==> src/ipc_pkg.sv <==
// ipc_pkg: shared types and constants for the interval probability combiner
`default_nettype none

package ipc_pkg;

    // fixed point format: ONE_FX stands for probability 1.0
    localparam int unsigned FRAC_BITS = 16;
    localparam int unsigned VAL_W     = FRAC_BITS + 1;
    localparam logic [VAL_W-1:0] ONE_FX  = VAL_W'(1) << FRAC_BITS;
    localparam logic [VAL_W-1:0] ZERO_FX = '0;

    // combinator selection
    typedef enum logic [2:0] {
        MODE_DEP_CONJ = 3'd0,
        MODE_DEP_DISJ = 3'd1,
        MODE_POS_CONJ = 3'd2,
        MODE_POS_DISJ = 3'd3,
        MODE_NEG_CONJ = 3'd4,
        MODE_NEG_DISJ = 3'd5,
        MODE_IND_CONJ = 3'd6,
        MODE_IND_DISJ = 3'd7
    } ipc_mode_t;

    // operation applied to one pair of bounds
    typedef enum logic [2:0] {
        OP_MAX      = 3'd0,
        OP_MIN      = 3'd1,
        OP_SAT_ADD  = 3'd2,
        OP_FRECHET  = 3'd3,
        OP_MUL      = 3'd4,
        OP_NOISY_OR = 3'd5
    } ipc_op_t;

    // input request
    typedef struct packed {
        ipc_mode_t        mode;
        logic [VAL_W-1:0] left_low;
        logic [VAL_W-1:0] left_high;
        logic [VAL_W-1:0] right_low;
        logic [VAL_W-1:0] right_high;
    } ipc_in_t;

    // combined interval
    typedef struct packed {
        logic [VAL_W-1:0] result_low;
        logic [VAL_W-1:0] result_high;
    } ipc_out_t;

endpackage

`default_nettype wire

==> src/interval_probability_combiner.sv <==
// interval_probability_combiner: combines two probability intervals in one registered pass
//
//   channel   direction  handshake                 payload
//   item      in         item_valid / item_stall   ipc_in_t  (mode, two intervals)
//   result    out        result_valid/result_stall ipc_out_t (combined interval)
//
// A request passes from an input register through one
// multiplier per bound with its min/max/add logic, then to the result register.
// One request is taken every cycle while the result side keeps draining.
// Reset clears only the two stage valid flags; payload registers keep no reset.
// A stall on the result side holds the result register and, once the input
// register is also full, raises item_stall in the same cycle.
`default_nettype none

module interval_probability_combiner (
    input  wire logic            clk,
    input  wire logic            rst_n,
    input  wire logic            item_valid,
    output logic                 item_stall,
    input  wire ipc_pkg::ipc_in_t item,
    output logic                 result_valid,
    input  wire logic            result_stall,
    output ipc_pkg::ipc_out_t    result
);
    import ipc_pkg::*;

    // saturate a bound to one
    function automatic logic [VAL_W-1:0] sat_in(input logic [VAL_W-1:0] v);
        return (v > ONE_FX) ? ONE_FX : v;
    endfunction

    // combine one pair of bounds; one multiplier per call
    function automatic logic [VAL_W-1:0] combine(
        input ipc_op_t          op,
        input logic [VAL_W-1:0] a,
        input logic [VAL_W-1:0] b
    );
        logic [VAL_W:0]       sum;
        logic [VAL_W-1:0]     ma;
        logic [VAL_W-1:0]     mb;
        logic [2*VAL_W-1:0]   prod;
        logic [VAL_W-1:0]     pq;
        logic [VAL_W-1:0]     res;
        sum = {1'b0, a} + {1'b0, b};
        // noisy-or multiplies the complements
        ma = (op == OP_NOISY_OR) ? (ONE_FX - a) : a;
        mb = (op == OP_NOISY_OR) ? (ONE_FX - b) : b;
        prod = {{VAL_W{1'b0}}, ma} * {{VAL_W{1'b0}}, mb};
        pq = prod[FRAC_BITS +: VAL_W];
        case (op)
            OP_MAX:      res = (a > b) ? a : b;
            OP_MIN:      res = (a < b) ? a : b;
            OP_SAT_ADD:  res = (sum > {1'b0, ONE_FX}) ? ONE_FX : sum[VAL_W-1:0];
            OP_FRECHET:  res = (sum > {1'b0, ONE_FX}) ?
                               VAL_W'(sum - {1'b0, ONE_FX}) : ZERO_FX;
            OP_MUL:      res = pq;
            OP_NOISY_OR: res = ONE_FX - pq;
            default:     res = ZERO_FX;
        endcase
        return res;
    endfunction

    ipc_in_t  in_reg;
    logic     in_valid_reg;
    ipc_out_t out_reg;
    logic     out_valid_reg;

    logic     out_free;
    logic     in_free;
    ipc_op_t  op_low;
    ipc_op_t  op_high;
    ipc_out_t out_next;

    // stage flow control
    assign out_free   = !out_valid_reg || !result_stall;
    assign in_free    = !in_valid_reg || out_free;
    assign item_stall = !in_free;

    // mode decoder: operation per bound
    always_comb
    begin
        unique case (in_reg.mode)
            MODE_DEP_CONJ:
            begin
                op_low  = OP_FRECHET;
                op_high = OP_MIN;
            end
            MODE_DEP_DISJ:
            begin
                op_low  = OP_MAX;
                op_high = OP_SAT_ADD;
            end
            MODE_POS_CONJ:
            begin
                op_low  = OP_MUL;
                op_high = OP_MIN;
            end
            MODE_POS_DISJ:
            begin
                op_low  = OP_MAX;
                op_high = OP_NOISY_OR;
            end
            MODE_NEG_CONJ:
            begin
                op_low  = OP_FRECHET;
                op_high = OP_MUL;
            end
            MODE_NEG_DISJ:
            begin
                op_low  = OP_NOISY_OR;
                op_high = OP_SAT_ADD;
            end
            MODE_IND_CONJ:
            begin
                op_low  = OP_MUL;
                op_high = OP_MUL;
            end
            MODE_IND_DISJ:
            begin
                op_low  = OP_NOISY_OR;
                op_high = OP_NOISY_OR;
            end
            default:
            begin
                op_low  = OP_MAX;
                op_high = OP_MAX;
            end
        endcase
    end

    // bound arithmetic
    always_comb
    begin
        out_next.result_low  = combine(op_low,  sat_in(in_reg.left_low),
                                                sat_in(in_reg.right_low));
        out_next.result_high = combine(op_high, sat_in(in_reg.left_high),
                                                sat_in(in_reg.right_high));
    end

    // stage valid flags
    always_ff @(posedge clk or negedge rst_n)
    begin
        if (!rst_n)
        begin
            in_valid_reg  <= 1'b0;
            out_valid_reg <= 1'b0;
        end
        else
        begin
            if (in_free)
                in_valid_reg <= item_valid;
            if (out_free)
                out_valid_reg <= in_valid_reg;
        end
    end

    // payload registers
    always_ff @(posedge clk)
    begin
        if (in_free && item_valid)
            in_reg <= item;
        if (out_free && in_valid_reg)
            out_reg <= out_next;
    end

    assign result_valid = out_valid_reg;
    assign result       = out_reg;

endmodule

`default_nettype wire

==> config.mk <==
export PLATFORM = sky130hd
export DESIGN_NAME = interval_probability_combiner
export DESIGN_NICKNAME = d
export VERILOG_FILES = /design/src/ipc_pkg.sv /design/src/interval_probability_combiner.sv
export SDC_FILE = /design/constraint.sdc
export NUM_CORES = 2
export LEC_CHECK = 0
export BUFFER_PORTS_ARGS = -buffer_cell sky130_fd_sc_hd__clkbuf_2
export CORE_ASPECT_RATIO = 0.7
export CORE_MARGIN = 2
export CORE_UTILIZATION = 40
export CTS_CLUSTER_SIZE = 20
export DETAILED_ROUTE_END_ITERATION = 10
export PLACE_DENSITY = 0.57
export SYNTH_ARGS = -nofsm -noshare
export SYNTH_HDL_FRONTEND = slang
export SYNTH_SLANG_ARGS = --single-unit
==> constraint.sdc <==
create_clock -name clk -period 8.6 [get_ports clk]
set_input_delay 1.72 -clock clk [delete_from_list [all_inputs] [get_ports clk]]
set_output_delay 1.72 -clock clk [all_outputs]
set_load 0.01 [all_outputs]
Yosys cells after proc, flatten, opt, wreduce, memory -nomap -nowiden
Memories as Yosys holds them, arrays and structs flattened. A register that Yosys moved wholly into a read port is not among the register bits.
Cells that the tools add are included.
W data, S select, Z words.
{"block": "classes", "addsub": 10, "n_mul": 2, "magnitude_cmp": 10, "eq_ne": 10, "n_mux": 19, "n_reduce_logical": 10}
{"cell": "$mux W17", "n": 16}
{"cell": "$pmux W17 S6", "n": 2}
{"cell": "$sub A17 B17 Y17 const A", "n": 6}
{"cell": "$gt A17 B17 Y1 const B", "n": 4}
{"cell": "$mul A17 B17 Y33", "n": 2}
{"cell": "$add A17 B17 Y18", "n": 2}
{"cell": "$gt A18 B17 Y1 const B", "n": 2}
{"cell": "$gt A17 B17 Y1", "n": 2}
{"cell": "$lt A17 B17 Y1", "n": 2}
{"cell": "$sub A17 B17 Y17 const B", "n": 2}
{"cell": "$eq A3 B2 Y1 const B", "n": 4}
{"cell": "$eq A3 B3 Y1 const B", "n": 4}
{"cell": "$eq A3 B1 Y1 const B", "n": 2}
{"cell": "$logic_not A3 Y1", "n": 2}
{"cell": "$logic_not A1 Y1", "n": 4}
{"cell": "$mux W3", "n": 1}
{"cell": "$logic_and A1 B1 Y1", "n": 2}
{"cell": "$logic_or A1 B1 Y1", "n": 2}
{"block": "totals", "reg_bits": 107, "mem_bits_ro": 48, "inputBits": 75, "out_inout_bits": 36, "word_cells": 71, "mem_count": 1}
{"name": "(no name shown)", "words": 8, "word_bits": 6, "read_ports": 1, "rd_clocked_by_memory_dff": 1, "write_ports": 0, "line_no": "interval_probability_combiner.sv:82", "source": "unique case (in_reg.mode)"}

Longest topological paths before layout
{"block": "depth", "depth_word": 7, "depth_mapped": 40, "ltp_nobuf": 37}

Worst setup path after synthesis
OpenSTA, ideal clock, no wires.
{"block": "synth_path", "path_kind": "reg-to-reg", "from": "register in_reg[45] in the netlist's numbering", "to": "register out_reg (netlist bit result[11]), data pin", "setup_time_ps": 261, "arrival_ps": 9234, "required_time_ps": 8339, "setup_slack_ps": -895, "path_stages_with_launch": 37, "path_buffers": 2, "synth_period_minus_slack_ps": 9495, "path_cell_list": "edfxtp_1 or3_1 or3_1 o31ai_2 and2_1 clkbuf_1 inv_2 ha_1 nand4_1 a21o_1 nand2_1 o21ai_0 clkbuf_1 nand2_1 fa_1 inv_1 fa_1 inv_1 fa_1 inv_1 fa_1 fa_1 inv_1 fa_1 inv_1 ha_1 and2_1 a2111oi_0 nor2b_1 a211oi_2 xor2_1 nand3_1 or3_1 nor4_1 a21oi_1 xnor2_1 a221o_1"}
{"element": "start: declaration", "line_no": "interval_probability_combiner.sv:63", "source": "ipc_in_t in_reg;"}
{"element": "start signal: assignment", "line_no": "interval_probability_combiner.sv:161", "source": "in_reg <= item;"}
{"element": "end signal: assignment", "line_no": "interval_probability_combiner.sv:163", "source": "out_reg <= out_next;"}
{"element": "end: declaration", "line_no": "interval_probability_combiner.sv:65", "source": "ipc_out_t out_reg;"}

==> flow_summary.toml <==
[sta]
hold_viol = 0
fmax_mhz = 113
slew_headroom_pct = 25.9
slew_violations = 0
tightest_slew_ns = 1.10
finalCriticalPeriod_ns = 8.87
finClkSkew_ns = 0.0171
fin_ws_ns = -0.271
grt_setup_unrepaired = "yes"
finalSetupViolations = 19
fin_crit_sh_pct = 103

[synthesis]
synth_top_family_by_area = "adder cells"
synth_mux_area_share_pct = 0.992
synth_ff_type = "edfxtp_1"
ys_seq_area_share_pct = 11.7
synth_edf_count = 105
synth_area_per_cell_sq_um = 8.41
syn_area_sq_um = 28400
synthCells = 3376
ys_ff_latch = 113
synth_adder_area_share_pct = 43.5
synth_compound_area_share_pct = 10.6
synth_simple_gate_area_share_pct = 17.9
ys_warn_count = 0
synth_xor_area_share_pct = 5.23
syn-num-nets = 4173
yosys.cell_types.count = 87
async_flop_share_pct = 1.77

[layout]
largest_register_ffs = 71
finalNetCount = 4724
final-seq-area_sq_um = 3320
drive_gt1_share_pct = 25.1
layout_common_cells = "inv_1 (612), buf_4 (466), nand2_1 (441)"
fin_util_pct = 52.1
final_common_cell = "inv_1"
multiInputGateArea_sq_um = 24000
n_antenna_cell = 0
stdcell_area_sq_um = 36500
area_growth_pct = 28.5
fill_cells = 6647

[setup_path]
cp-startpoint = "in_reg[46]$_DFFE_PP_"
r2r-end = "result[8]$_DFFE_PP_"
path_depth = 36
worst_setup_path_start_kind = "flop"
path_delay_family = "adder cells"
cp-endpoint = "result[8]$_DFFE_PP_"
path_class = "flop to flop"
cpMostUsedCell = "fa_1"
r2r_start = "in_reg[46]$_DFFE_PP_"
arrival_ns = 9.03
critPathBufInv = 8
slowest_stage = "fa_1"
required_ns = 8.76
max_stage_delay_ns = 0.57
endpoint_kind = "flop"
cp_max_fo = 6
reg2reg_depth = 36
r2r_slack_ns = -0.27

[hold_path]
hp-class = "flop to flop"

[floorplan]
die_y_um = 227
core_area_sq_um = 70000
start_util_pct = 40.5
dieArea_sq_um = 73200
rows = 81
chipWidth_um = 322
ios = 111

[placement]
io_buffer_count = 110
gpl.final_weighted_congestion = 0.982
dpl_worst_slack_ns = -0.675
place_area_sq_um = 33500
dp_hpwl_mm = 85.8

[drt]
wire_per_inst_um = 21.1
wirelength_mm = 103
first_pass_iters = 8
drt_iter0_drc = 2583
vias = 26095
postRouteAntennaNets = 0
drcViolationCount = 0
avgViaCountPerCell = 5.33

[global_route]
grt_use_total_pct = 28.6
grt_pass1_vias = 25318
overflow = 0
grt_start_max_net_pins = 38
grt_pass1_wl_mm = 156
antenna_found_initial = 6

[clock_tree]
clockBufferDepth = 2
cts_buffers = 17
cts-hold-fix-buffers = 0
cts.clk_slew.worst_paths_ns = 0.07
worstSkewPairLatency_ns = 0.46
htree_levels = 4
cts_root_buffer = "clkbuf_16"
cts_tree = "yes"
cts_sinks = 113

[run_status]
outcome = "finished, violations left"
failed_checks = "setup timing"

[flow_run]
max-cap-violations = 0
worst register-to-register path, delay by kind of cell (launching register included):
family / cells / cell delay (ns)
flops: 1 / 0.37
fa+ha+maj: 8 / 3.45
compound gates: 8 / 1.70
buf+inv: 8 / 0.91
simple gates: 10 / 1.82
xor+xnor: 2 / 0.30
timing repair:
| item | CTS | global route |
|---|---|---|
| endpoints found under the setup margin | 29 | 30 |
| buffers inserted | 27 | 54 |
| endpoints found under the hold margin | 0 | 0 |
| pin swaps | 54 | 158 |
| gates resized for setup | 97 | 301 |
| gates cloned | 0 | 2 |
metrics by stage:
stage | setup TNS, ns | hold WS [ns] | instances
2_1_floorplan | -0.0169 | 0.443 | 3376
3_3_place_gp | -8.78 | 0.474 | 4783
3_5_place_dp | -9.69 | 0.483 | 4783
4_1_cts | -0.294 | 0.497 | 4842
5_1_grt | -7.36 | 0.519 | 4894
6_report | -1.80 | 0.501 | 4894
cell type report:
| type | count | share of cell area (%) |
|---|---|---|
| clock buffer | 17 | 1.17 |
| clock inverter | 15 | 0.367 |
| tap | 954 | 3.27 |
| sequential | 113 | 9.11 |
| multi-input combinational | 2503 | 65.7 |
| inverter | 649 | 6.69 |
| timing repair buffer | 643 | 13.7 |
worst min-delay path by stage:
stage | cells after the start | startpoint | slack (ns) | endpoint
CTS | 1 | in_valid_reg$_DFFE_PN0N_ | 0.50 | result_valid$_DFFE_PN0P_
finish | 1 | in_valid_reg$_DFFE_PN0N_ | 0.50 | result_valid$_DFFE_PN0P_
global route | 1 | in_valid_reg$_DFFE_PN0N_ | 0.52 | result_valid$_DFFE_PN0P_
detailed placement | 1 | in_valid_reg$_DFFE_PN0N_ | 0.48 | result_valid$_DFFE_PN0P_
global placement | 1 | in_valid_reg$_DFFE_PN0N_ | 0.47 | result_valid$_DFFE_PN0P_
floorplan | 1 | in_valid_reg$_DFFE_PN0N_ | 0.44 | result_valid$_DFFE_PN0P_
routing by layer:
metal	part of all wire, %	wire [um]	vias to the layer above	GRT usage, %
met1	50	51900	12857	47.4
met3	12	11900	90	7.82
li1	-	-	11864	-
met4	1.0	1050	12	3.53
met2	37	38300	1272	36.3
met5	0.072	74	-	0
kinds of logic after synthesis:
logic type               count (synthesis)
AND/OR/NAND/NOR                       1141
buffers and inverters                  760
multiplexers                            27
XOR/XNOR                               168
adder cells (fa/ha/maj)                722
flip-flops                             113
AO/OA/AOI/OAI                          445
cells in the mapped netlist (all sizes together) (44+ instances only):
library cell / count / share of area (%)
edfxtp: 105 / 11
a21oi: 100 / 1.8
fa: 442 / 31
o21ai: 113 / 2.0
nor2b: 46 / 1.0
nand2: 468 / 6.2
nor2: 338 / 4.5
xnor2: 123 / 3.8
clkbuf: 107 / 1.4
xor2: 44 / 1.4
nor3: 73 / 1.3
ha: 280 / 12
inv: 646 / 8.5
Power is not shown: default switching activity piles up to over one toggle a cycle in this logic, so the estimate is an artifact.
